<file path="src/hw/rtl/tsfp_pkg.sv">
// tsfp_pkg: shared types and constants for the tftp-style frame parser
// parse phases, result kinds, opcodes and the result record
// no dependencies
package tsfp_pkg;

   // largest data payload accepted, larger frames are dropped
   localparam logic [15:0] MAX_PAYLOAD = 16'd512;

   // frame opcodes
   localparam logic [15:0] OP_DATA  = 16'd3;
   localparam logic [15:0] OP_ACK   = 16'd4;
   localparam logic [15:0] OP_ERROR = 16'd5;
   localparam logic [15:0] OP_BCAST = 16'd9;

   typedef enum logic [3:0] {
      PH_OPH   = 4'd0,
      PH_OPL   = 4'd1,
      PH_DSH   = 4'd2,
      PH_DSL   = 4'd3,
      PH_DBH   = 4'd4,
      PH_DBL   = 4'd5,
      PH_DPAY  = 4'd6,
      PH_DSKIP = 4'd7,
      PH_ACKH  = 4'd8,
      PH_ACKL  = 4'd9,
      PH_ERH   = 4'd10,
      PH_ERL   = 4'd11,
      PH_ERT   = 4'd12,
      PH_BFLAG = 4'd13,
      PH_BNAME = 4'd14
   } phase_type;

   typedef enum logic [3:0] {
      KIND_DATA_HDR   = 4'd0,
      KIND_DATA_BYTE  = 4'd1,
      KIND_ACK        = 4'd2,
      KIND_ERR_HDR    = 4'd3,
      KIND_ERR_CHAR   = 4'd4,
      KIND_BCAST_HDR  = 4'd5,
      KIND_NAME_CHAR  = 4'd6,
      KIND_UNKNOWN_OP = 4'd7,
      KIND_OVERSIZE   = 4'd8
   } kind_type;

   typedef struct packed {
      kind_type    kind;
      logic [7:0]  byte_value;
      logic [15:0] block_number;
      logic [15:0] payload_size;
      logic [15:0] error_code;
      logic        added;
      logic [15:0] opcode_seen;
      logic        last;
   } result_type;

endpackage

</file>
<file path="src/hw/rtl/tftp_style_frame_parser.sv">
// tftp_style_frame_parser: streaming parser for tftp-style frames
// each result is registered in the output register that drives rsp_, or in the skid while rsp_ stalls
// throughput: one byte per cycle while req_stall is low, set by the phase update
// a two-deep result stage (output register plus skid) keeps req_ open while a result waits
// reset (synchronous, active high) returns to waiting for an opcode and empties the results
// uses tsfp_pkg
module tftp_style_frame_parser
   import tsfp_pkg::*;
(
   input  logic        clock,
   input  logic        reset,
   // byte input channel
   input  logic        req_valid,
   output logic        req_stall,
   input  logic [7:0]  req_in_byte,
   // result channel
   output logic        rsp_valid,
   input  logic        rsp_stall,
   output logic [3:0]  rsp_kind,
   output logic [7:0]  rsp_byte_value,
   output logic [15:0] rsp_block_number,
   output logic [15:0] rsp_payload_size,
   output logic [15:0] rsp_error_code,
   output logic        rsp_added,
   output logic [15:0] rsp_opcode_seen,
   output logic        rsp_last
);

   // parser state
   phase_type   phase_ff, phase_in;
   logic [15:0] opcode_ff, opcode_in;
   logic [7:0]  hold_ff, hold_in;
   logic [15:0] field_ff, field_in;   // block number, error code or added flag
   logic [15:0] size_ff, size_in;
   logic [15:0] count_ff, count_in;

   // result stage
   logic        out_valid_ff, out_valid_in;
   result_type  out_ff, out_in;
   logic        skid_valid_ff, skid_valid_in;
   result_type  skid_ff, skid_in;

   logic        req_accept;
   logic        rsp_take;
   logic [15:0] word;
   logic [15:0] count_inc;
   result_type  res;
   logic        res_fire;

   // the skid entry only fills while the output is stalled, so stall input on it
   assign req_stall  = skid_valid_ff;
   assign req_accept = req_valid && !req_stall;
   assign rsp_take   = out_valid_ff && !rsp_stall;

   // 16-bit field assembled from the held high byte and the current byte
   assign word      = {hold_ff, req_in_byte};
   assign count_inc = count_ff + 16'd1;

   // phase update and result formation for one byte transfer
   always_comb begin
      phase_in  = phase_ff;
      opcode_in = opcode_ff;
      hold_in   = hold_ff;
      field_in  = field_ff;
      size_in   = size_ff;
      count_in  = count_ff;
      res       = '0;
      res_fire  = 1'b0;
      if (req_accept) begin
         unique case (phase_ff)
            PH_OPL: begin
               opcode_in = word;
               count_in  = '0;
               if (word == OP_DATA) begin
                  phase_in = PH_DSH;
               end else if (word == OP_ACK) begin
                  phase_in = PH_ACKH;
               end else if (word == OP_ERROR) begin
                  phase_in = PH_ERH;
               end else if (word == OP_BCAST) begin
                  phase_in = PH_BFLAG;
               end else begin
                  // unknown opcode: report it and resync on the next byte
                  phase_in = PH_OPH;
                  res_fire = 1'b1;
                  res.kind = KIND_UNKNOWN_OP;
                  res.last = 1'b1;
               end
            end
            PH_DSH: begin
               hold_in  = req_in_byte;
               phase_in = PH_DSL;
            end
            PH_DBH: begin
               hold_in  = req_in_byte;
               phase_in = PH_DBL;
            end
            PH_ACKH: begin
               hold_in  = req_in_byte;
               phase_in = PH_ACKL;
            end
            PH_ERH: begin
               hold_in  = req_in_byte;
               phase_in = PH_ERL;
            end
            PH_DSL: begin
               size_in  = word;
               phase_in = PH_DBH;
            end
            PH_DBL: begin
               field_in           = word;
               count_in           = '0;
               res_fire           = 1'b1;
               res.block_number   = word;
               res.payload_size   = size_ff;
               if (size_ff > MAX_PAYLOAD) begin
                  // oversize: flag it and swallow the payload
                  phase_in = PH_DSKIP;
                  res.kind = KIND_OVERSIZE;
                  res.last = 1'b1;
               end else if (size_ff == '0) begin
                  // empty data frame ends with its header
                  phase_in = PH_OPH;
                  res.kind = KIND_DATA_HDR;
                  res.last = 1'b1;
               end else begin
                  phase_in = PH_DPAY;
                  res.kind = KIND_DATA_HDR;
               end
            end
            PH_DPAY: begin
               count_in         = count_inc;
               res_fire         = 1'b1;
               res.kind         = KIND_DATA_BYTE;
               res.byte_value   = req_in_byte;
               res.block_number = field_ff;
               res.payload_size = size_ff;
               if (count_inc == size_ff) begin
                  phase_in = PH_OPH;
                  res.last = 1'b1;
               end
            end
            PH_DSKIP: begin
               count_in = count_inc;
               if (count_inc == size_ff) begin
                  phase_in = PH_OPH;
               end
            end
            PH_ACKL: begin
               field_in         = word;
               phase_in         = PH_OPH;
               res_fire         = 1'b1;
               res.kind         = KIND_ACK;
               res.block_number = word;
               res.last         = 1'b1;
            end
            PH_ERL: begin
               field_in       = word;
               phase_in       = PH_ERT;
               res_fire       = 1'b1;
               res.kind       = KIND_ERR_HDR;
               res.error_code = word;
            end
            PH_ERT: begin
               res_fire       = 1'b1;
               res.kind       = KIND_ERR_CHAR;
               res.error_code = field_ff;
               res.byte_value = req_in_byte;
               if (req_in_byte == 8'd0) begin
                  phase_in = PH_OPH;
                  res.last = 1'b1;
               end
            end
            PH_BFLAG: begin
               // any nonzero flag byte means added
               field_in  = {15'd0, (req_in_byte != 8'd0)};
               phase_in  = PH_BNAME;
               res_fire  = 1'b1;
               res.kind  = KIND_BCAST_HDR;
               res.added = (req_in_byte != 8'd0);
            end
            PH_BNAME: begin
               res_fire       = 1'b1;
               res.kind       = KIND_NAME_CHAR;
               res.added      = field_ff[0];
               res.byte_value = req_in_byte;
               if (req_in_byte == 8'd0) begin
                  phase_in = PH_OPH;
                  res.last = 1'b1;
               end
            end
            default: begin
               // opcode high byte, also any unused phase code
               hold_in  = req_in_byte;
               phase_in = PH_OPL;
            end
         endcase
      end
      res.opcode_seen = opcode_in;
   end

   // result stage: output register with a one-entry skid behind it
   always_comb begin
      out_valid_in  = out_valid_ff;
      out_in        = out_ff;
      skid_valid_in = skid_valid_ff;
      skid_in       = skid_ff;
      if (rsp_take || !out_valid_ff) begin
         if (skid_valid_ff) begin
            out_in        = skid_ff;
            out_valid_in  = 1'b1;
            skid_valid_in = 1'b0;
         end else begin
            out_in       = res;
            out_valid_in = res_fire;
         end
      end else if (res_fire) begin
         skid_in       = res;
         skid_valid_in = 1'b1;
      end
   end

   always_ff @(posedge clock) begin
      if (reset) begin
         phase_ff      <= PH_OPH;
         opcode_ff     <= '0;
         hold_ff       <= '0;
         field_ff      <= '0;
         size_ff       <= '0;
         count_ff      <= '0;
         out_valid_ff  <= 1'b0;
         skid_valid_ff <= 1'b0;
      end else begin
         phase_ff      <= phase_in;
         opcode_ff     <= opcode_in;
         hold_ff       <= hold_in;
         field_ff      <= field_in;
         size_ff       <= size_in;
         count_ff      <= count_in;
         out_valid_ff  <= out_valid_in;
         skid_valid_ff <= skid_valid_in;
      end
   end

   // payload registers, no reset
   always_ff @(posedge clock) begin
      out_ff  <= out_in;
      skid_ff <= skid_in;
   end

   assign rsp_valid        = out_valid_ff;
   assign rsp_kind         = out_ff.kind;
   assign rsp_byte_value   = out_ff.byte_value;
   assign rsp_block_number = out_ff.block_number;
   assign rsp_payload_size = out_ff.payload_size;
   assign rsp_error_code   = out_ff.error_code;
   assign rsp_added        = out_ff.added;
   assign rsp_opcode_seen  = out_ff.opcode_seen;
   assign rsp_last         = out_ff.last;

   // skid entry is only ever occupied behind a waiting output
   a_skid_behind_out: assert property (@(posedge clock) disable iff (reset)
      skid_valid_ff |-> out_valid_ff)
      else $error("skid entry held with empty output register");

   // a payload count stays below the declared size until the frame ends
   a_count_in_range: assert property (@(posedge clock) disable iff (reset)
      (phase_ff == PH_DPAY || phase_ff == PH_DSKIP) |-> (count_ff < size_ff))
      else $error("payload count reached declared size without ending frame");

   // payload streaming only for sizes within the limit
   a_pay_size_ok: assert property (@(posedge clock) disable iff (reset)
      (phase_ff == PH_DPAY) |-> (size_ff != '0 && size_ff <= MAX_PAYLOAD))
      else $error("payload phase with empty or oversize frame");

   // a result formed while the output is stalled must land in the skid
   a_stalled_result_kept: assert property (@(posedge clock) disable iff (reset)
      (res_fire && out_valid_ff && rsp_stall) |=> skid_valid_ff)
      else $error("result lost while output stalled");

endmodule

</file>
<file path="config.mk">
export PLATFORM = sky130hd
export DESIGN_NAME = tftp_style_frame_parser
export DESIGN_NICKNAME = d
export VERILOG_FILES = /design/src/hw/rtl/tsfp_pkg.sv /design/src/hw/rtl/tftp_style_frame_parser.sv
export SDC_FILE = /design/constraint.sdc
export NUM_CORES = 1
export LEC_CHECK = 0
export BUFFER_PORTS_ARGS = -buffer_cell sky130_fd_sc_hd__buf_4
export CORE_MARGIN = 10
export CORE_UTILIZATION = 50
export CTS_CLUSTER_DIAMETER = 30
export DETAILED_ROUTE_END_ITERATION = 16
export PLACE_DENSITY = 0.69
export SLEW_MARGIN = 20
export SYNTH_ARGS = -nofsm -noshare
export SYNTH_HDL_FRONTEND = slang
export SYNTH_SLANG_ARGS = --single-unit
export TNS_END_PERCENT = 30
</file>
<file path="constraint.sdc">
create_clock -name clock -period 18.1 [get_ports clock]
set_clock_uncertainty 0.15 [all_clocks]
set_input_delay 2.715 -clock clock [delete_from_list [all_inputs] [get_ports clock]]
set_output_delay 2.715 -clock clock [all_outputs]
set_load 0.005 [all_outputs]
</file>
; ---- After elaboration in Yosys (flattened, before gate mapping)
; Cells that the tools add are included.
[classes]
magnitude_cmp = 1
n_eq_ne = 21
mux = 39
addsub = 1
n_reduce_logical = 27
bitwise = 2
[op_table]
columns = cell, n
row1 = $pmux W16 S2, 4
row2 = $mux W78, 1
row3 = $mux W61, 1
row4 = $mux W16, 3
row5 = $pmux W4 S12, 1
row6 = $eq A16 B3 Y1 const B, 2
row7 = $pmux W4 S8, 1
row8 = $eq A4 B4 Y1 const B, 7
row9 = $mux W4, 7
row10 = $mux W3, 6
row11 = $add A16 B1 Y16 const B, 1
row12 = $eq A16 B16 Y1, 1
row13 = $eq A16 B2 Y1 const B, 1
row14 = $eq A16 B4 Y1 const B, 1
row15 = $eq A4 B3 Y1 const B, 4
row16 = $gt A16 B10 Y1 const B, 1
row17 = $logic_not A16 Y1, 1
row18 = $reduce_or A2 Y1, 6
row19 = $mux W1, 11
row20 = $reduce_and A2 Y1, 5
row21 = $reduce_or A10 Y1, 1
row22 = $eq A4 B2 Y1 const B, 2
row23 = $logic_not A8 Y1, 1
row24 = $mux W8, 1
row25 = 13 further kinds, 21
[totals]
inputBits = 12
elab_cells = 115
reg_bits = 234

; ---- Logic depth before layout (Yosys ltp)
[logic_depth]
ltp_word = 8
depth_mapped = 9
ltp_nobuf = 8

; ---- Worst setup path after synthesis
; OpenSTA, ideal clock, no wires.
[synth_path]
path_type = input -> register
from = input port rsp_stall
to = register skid_ff[0] (netlist name), enable pin
slack_ns = 6.779
arrival_time_ns = 10.541
t_required_ns = 17.320
n_path_buf = 0
stages = 2
path_cell_list = nand2_1 > a211oi_1
[synth_via]
elab_chain_len = 5
[synth_lines]
columns = element, line
row1 = from (decl), tftp_style_frame_parser.sv:18  ; input logic rsp_stall,
row2 = $logic_not A1 Y1, tftp_style_frame_parser.sv:53  ; assign rsp_take = out_valid_ff && !rsp_stall;
row3 = $logic_and A1 B1 Y1, tftp_style_frame_parser.sv:53
row4 = $logic_or A1 B1 Y1, tftp_style_frame_parser.sv:208  ; if (rsp_take || !out_valid_ff) begin
row5 = $not A1 Y1 (no line), -
row6 = $reduce_and A2 Y1 (no line), -
row7 = to (signal assigned), tftp_style_frame_parser.sv:248  ; skid_ff <= skid_in;
row8 = to (decl), tftp_style_frame_parser.sv:41  ; result_type skid_ff, skid_in;
; Every way passes these cells.
; A chain may end at the register's enable or synchronous reset.

; ---- Final worst setup path
[layout_path]
from = input port req_in_byte[4]
to = register skid_ff[77] (netlist name), enable pin
[layout_via]
elab_chain_len = 8
elab_cells_between_ends = 11
classes_between = eq/ne: 4 / mux: 6 / reduce/logical: 1
[layout_lines]
columns = element, line
row1 = from (decl), tftp_style_frame_parser.sv:15  ; input logic [7:0] req_in_byte,
row2 = $eq A16 B4 Y1, tftp_style_frame_parser.sv:80  ; end else if (word == OP_BCAST) begin
row3 = $mux W1, tftp_style_frame_parser.sv:80
row4 = $mux W1, tftp_style_frame_parser.sv:78  ; end else if (word == OP_ERROR) begin
row5 = $mux W1, tftp_style_frame_parser.sv:76  ; end else if (word == OP_ACK) begin
row6 = $mux W1 *, tftp_style_frame_parser.sv:74  ; if (word == OP_DATA) begin
row7 = $pmux W1 S2 *, tftp_style_frame_parser.sv:70  ; unique case (phase_ff)
row8 = $mux W1 *, tftp_style_frame_parser.sv:69  ; if (req_accept) begin
row9 = $reduce_and A2 Y1 (no line) *, -
; Mark *: on every way between the ends. The rest lies on a longest branch, timed or not.

==> results <==
- The run finished with clean final reports.
- The I/O pin count is 92.
- For this block, the initial DRC count from the detailed router was 555.
- The start point of the worst min-delay path is field_ff[11].
- The startpoint of the worst-slack reg-to-reg timing path is phase_ff[0].
- The cell area after technology mapping is 0.01009 mm2.
- Synthesis produced 875 cells.
- The via count of the first global-routing pass came to 6866.
- After synthesis, flip-flops and latches occupy 61.90% of the total area.
- Of the post-synthesis cell area, the dominant cell type holds 46.43%.
- The cell at the root of the clock tree is clkbuf_16.
- TritonCTS built the clock tree.
- The met3 usage is 3.741%.
- The H-tree depth reported by CTS is 2.
- The max-capacitance violation count is 0.
- Once the clock tree was built, the resizer swapped 0 gates to a different size.
- The kind of start point of the critical path is an input port.
- After detailed routing, the average wire length per cell comes to 19.30 um.
- The vertical extent of the die is 162.1 um.
- The number of nets handed over by synthesis was 888.
- The remaining design rule violation count is 0.
- The combinational group share of total power is 3.9%.
- Setup repair after global routing left no endpoint under its margin.
- The critical path class is in2reg.
- The count of hold-fix buffers inserted at cts is 0.
- The worst hold path passes through 2 cells.
- Among all stages on the critical path, the largest delay is contributed by o21ai_0.
- The detail route stage leaves a number of antenna-violating nets equal to 0.
- 0 antenna diodes ended up in the layout.
- The number of antenna violations at the first check in global routing is 0.
- The initial utilization of the core area, before any placement, comes to 51.34%.
- Counting cells, the worst reg-to-reg path comes to 7.
- The share of cells above drive strength 1 is 22.31%.
- Walking the worst path, the cells encountered are buf_4 > nor4_1 > nand3_1 > o21ai_0 > a211oi_4 > buf_4.
- The total number of clock tree sinks is 234.
- The cell type contributing the most total cell area after synthesis is edfxtp_1.
- For this run, asynchronously set or reset flops after synthesis account for 0%.
- The layout overhead on the synthesized area is 23.00%.
- The total negative setup slack is 0 ns.
- The internal power component is 1120 uW.
- The floorplan step defined a die boundary enclosing 0.02626 mm2.
- Yosys mapped a number of flops with a built-in enable equal to 156.
- The first-pass iteration count of the detailed router is 5.
- The final routed wirelength across all metal layers is 24320 um.
- The routed via count divided by cell count is 5.691.
- Clock-pin slew was measured on the worst setup and hold paths at 0.05 ns.
- The stage delay of the slowest cell on the critical path is 0.76 ns.
- The core area is 0.01965 mm2.
- The worst path required time is 18.13 ns.
- The power per cell area is 115.9 mW/mm2.
- At the end of the flow, the number of nets in the layout was 974.
- Net switching is 22.11% of the power.
- Entering global routing, the biggest net connects 81 pins.
- Setup slack on the worst reg-to-reg path comes out at 14.63 ns.
- For met2 alone, demand over resource in global routing was 28.73%.
- The total overflow reported by the global router is 0.
- The met1 routing resource usage after global routing is 24.08%.
- The worst min-delay path endpoint is field_ff[11].
- The worst path uses 25.95% of the clock period.
- By area the synthesized netlist is led by edfxtp_1 (46%), dfxtp_1 (15%), a21o_1 (4.8%).
- The worst reg2reg path endpoint is field_ff[1].
- The setup violation total in the final timing report is 0.
- During synthesis, Yosys emitted a total of 0 warnings.
- After global routing, the most crowded layer is met2.
- Of the total power, registers draw 41.1%.
- Cells fill 63.15% of the core in the end.
- The number of placement rows is 51.
- The detailed-route via count is 7171.
- In this run the mean area of a mapped cell was 11.53 um2.
- The worst vdd rail ir drop is 79.59 uV.
- The switching power summed over all nets is 318.0 uW.
- Once detailed placement completed, the half-perimeter wirelength came to 15560 um.
- The maximum count of clock buffers along a single path is 3.
- Measured along the x axis, the die boundary spans 162.1 um.
- The congestion estimate from routability-driven global placement came to 0.9139.
- The worst path in the final design needs a cycle of 4.698 ns, including I/O delays and setup.
- The min-delay analysis places its worst path in the category reg2reg.
- The number of synthesized register bits is 234.
- The clock network latency to the later pin of the worst-skew pair is 0.52 ns.
- The CTS buffer count is 42.
- At the pin with the least slew margin, the transition time is 1.035 ns.
- The hold violation count in the final report is 0.
- Among the stages of the critical path, the cell type that occurs most often is buf_4.
- Global routing consumed, over all layers together, 18.23% of the routing resources.
- Static timing analysis puts the maximum clock frequency at 0.2129 GHz.
- The worst setup path is captured at a flop.
- The proportion of power drawn by the clock network is 55.0%.
- Once the clock tree was built, the setup fixing pass inserted 0 buffers.
- The signal arrival time at the worst endpoint is 4.73 ns.
- The leakage power is 0.005167 uW.
- The relative slew slack is 31.00%.
- The critical-path maximum fanout is 51.
- Among all flip-flop cells after synthesis, the most frequent one is edfxtp_1.
- The number of pins with negative max-slew slack in the final report is 0.
- The number of I/O port buffers is 91.
- Counting distinct cell types in the post-synthesis netlist gives 56.
- The first global-routing pass estimated 38720 um of wire.
sequential cells by signal (all words and copies together), names as in the netlist, 16 cells and up:
signal and cells:
count_ff 16, rsp_error_code 16, size_ff 16, skid_ff 78, rsp_payload_size 16, rsp_opcode_seen 16, rsp_block_number 16, field_ff 16
opcode_ff 16
per-stage QoR:
stage | cells | instance area (um2) | hold WS [ns] | worst slack [ns] | total power [uW]
5_1_grt | 1260 | 12410 | 0.3416 | 13.29 | 1483
3_3_place_gp | 1182 | 10950 | 0.3047 | 12.87 | 657.1
2_1_floorplan | 875 | 10090 | 0.2950 | 6.779 | 629.0
3_5_place_dp | 1182 | 10950 | 0.3115 | 12.89 | 657.7
6_report | 1260 | 12410 | 0.3201 | 13.40 | 1438
4_1_cts | 1260 | 12410 | 0.3164 | 13.42 | 1447
metal layers:
layer	vias to the layer above	part of all wire, %
met1	3450	43
li1	3406	-
met3	47	7.1
met2	268	47
met4	0	2.8
met5	-	0
layout by cell type, fill, tap and decap left out, types with 2 or more instances in the layout:
cell type     n
buf_4       100
nand2_1      70
a211o_1       2
and3_1        7
a22oi_1      45
a21o_1       64
xnor2_1      20
mux2i_1       7
clkinv_2      6
clkinv_1      2
nand2b_1      3
xor2_1        7
clkbuf_16    43
inv_1         5
o21ai_0      22
clkinv_4      6
a211oi_1      6
a311oi_1      6
mux2_2       32
clkbuf_1      2
edfxtp_1    156
nor4_1        9
nand4b_1      3
nor4_2        2
nor2_1      102
nand4_1       8
a21oi_1      49
dfxtp_1      77
inv_6         7
nand3_1      24
clkinvlp_4    5
or2_2         2
and2_1       39
bufinv_16     5
nor2b_1       6
nor3_1       14
or3_1         2
cell usage after synthesis (5+ instances only):
cell type / number
a311oi_1: 6
dfxtp_1: 78
a21o_1: 64
clkbuf_1: 42
o21ai_0: 22
a22oi_1: 45
a21oi_1: 49
mux2i_1: 7
nand4_1: 8
nor2_1: 102
a211oi_1: 7
nand3_1: 24
and2_1: 39
xnor2_1: 20
inv_1: 5
nor3_1: 15
buf_2: 9
xor2_1: 7
and3_1: 7
mux2_2: 32
edfxtp_1: 156
nand2_1: 71
nor4_1: 9
nor2b_1: 6
power by group through the flow:
| stage | clock, uW | combinational, uW | sequential [uW] |
|---|---|---|---|
| final | 790 | 56.0 | 591 |
| after global routing | 828 | 62.3 | 592 |
| after CTS | 799 | 56.6 | 591 |
| after detailed placement | 0 | 56.3 | 601 |
| after global placement | 0 | 55.4 | 602 |
| after floorplan | 0 | 32.5 | 597 |
critical path, delay by kind of cell:
family	cells	cell delay [ns]
buffers and inverters	2	0.54
AOI/OAI and AO/OA	2	0.88
and+or+nand+nor	2	0.55
how the worst max path moves through the flow:
stage                              start           to  slack, ns  depth (start not counted)
after global routing      req_in_byte[4]  skid_ff[77]      13.29                          6
after CTS                 req_in_byte[4]  skid_ff[45]      13.42                          6
after global placement    req_in_byte[4]  skid_ff[77]      12.87                          6
after detailed placement  req_in_byte[4]  skid_ff[11]      12.89                          6
final                     req_in_byte[4]  skid_ff[77]      13.40                          6
after floorplan                rsp_stall   skid_ff[0]       6.78                          2
cells by family after synthesis:
kind of cell,synth area share (%)
DFF,61.90
muxes,4.266
xor gates and xnor gates,2.344
buffers and inverters,2.567
AOI/OAI and AO/OA,14.21
and+or+nand+nor,14.58
adders and majority gates,0.1240
area by class of cell:
class | count | area, um2
repair buffers | 100 | 750.7
flip-flops and latches | 234 | 6247
clock inverters | 32 | 355.3
well taps | 265 | 331.6
clock buffers | 46 | 1097
fillers | 1584 | 7243
inverters | 5 | 18.77
multi-input cells | 578 | 3610
(Power assumes the default switching activity.)
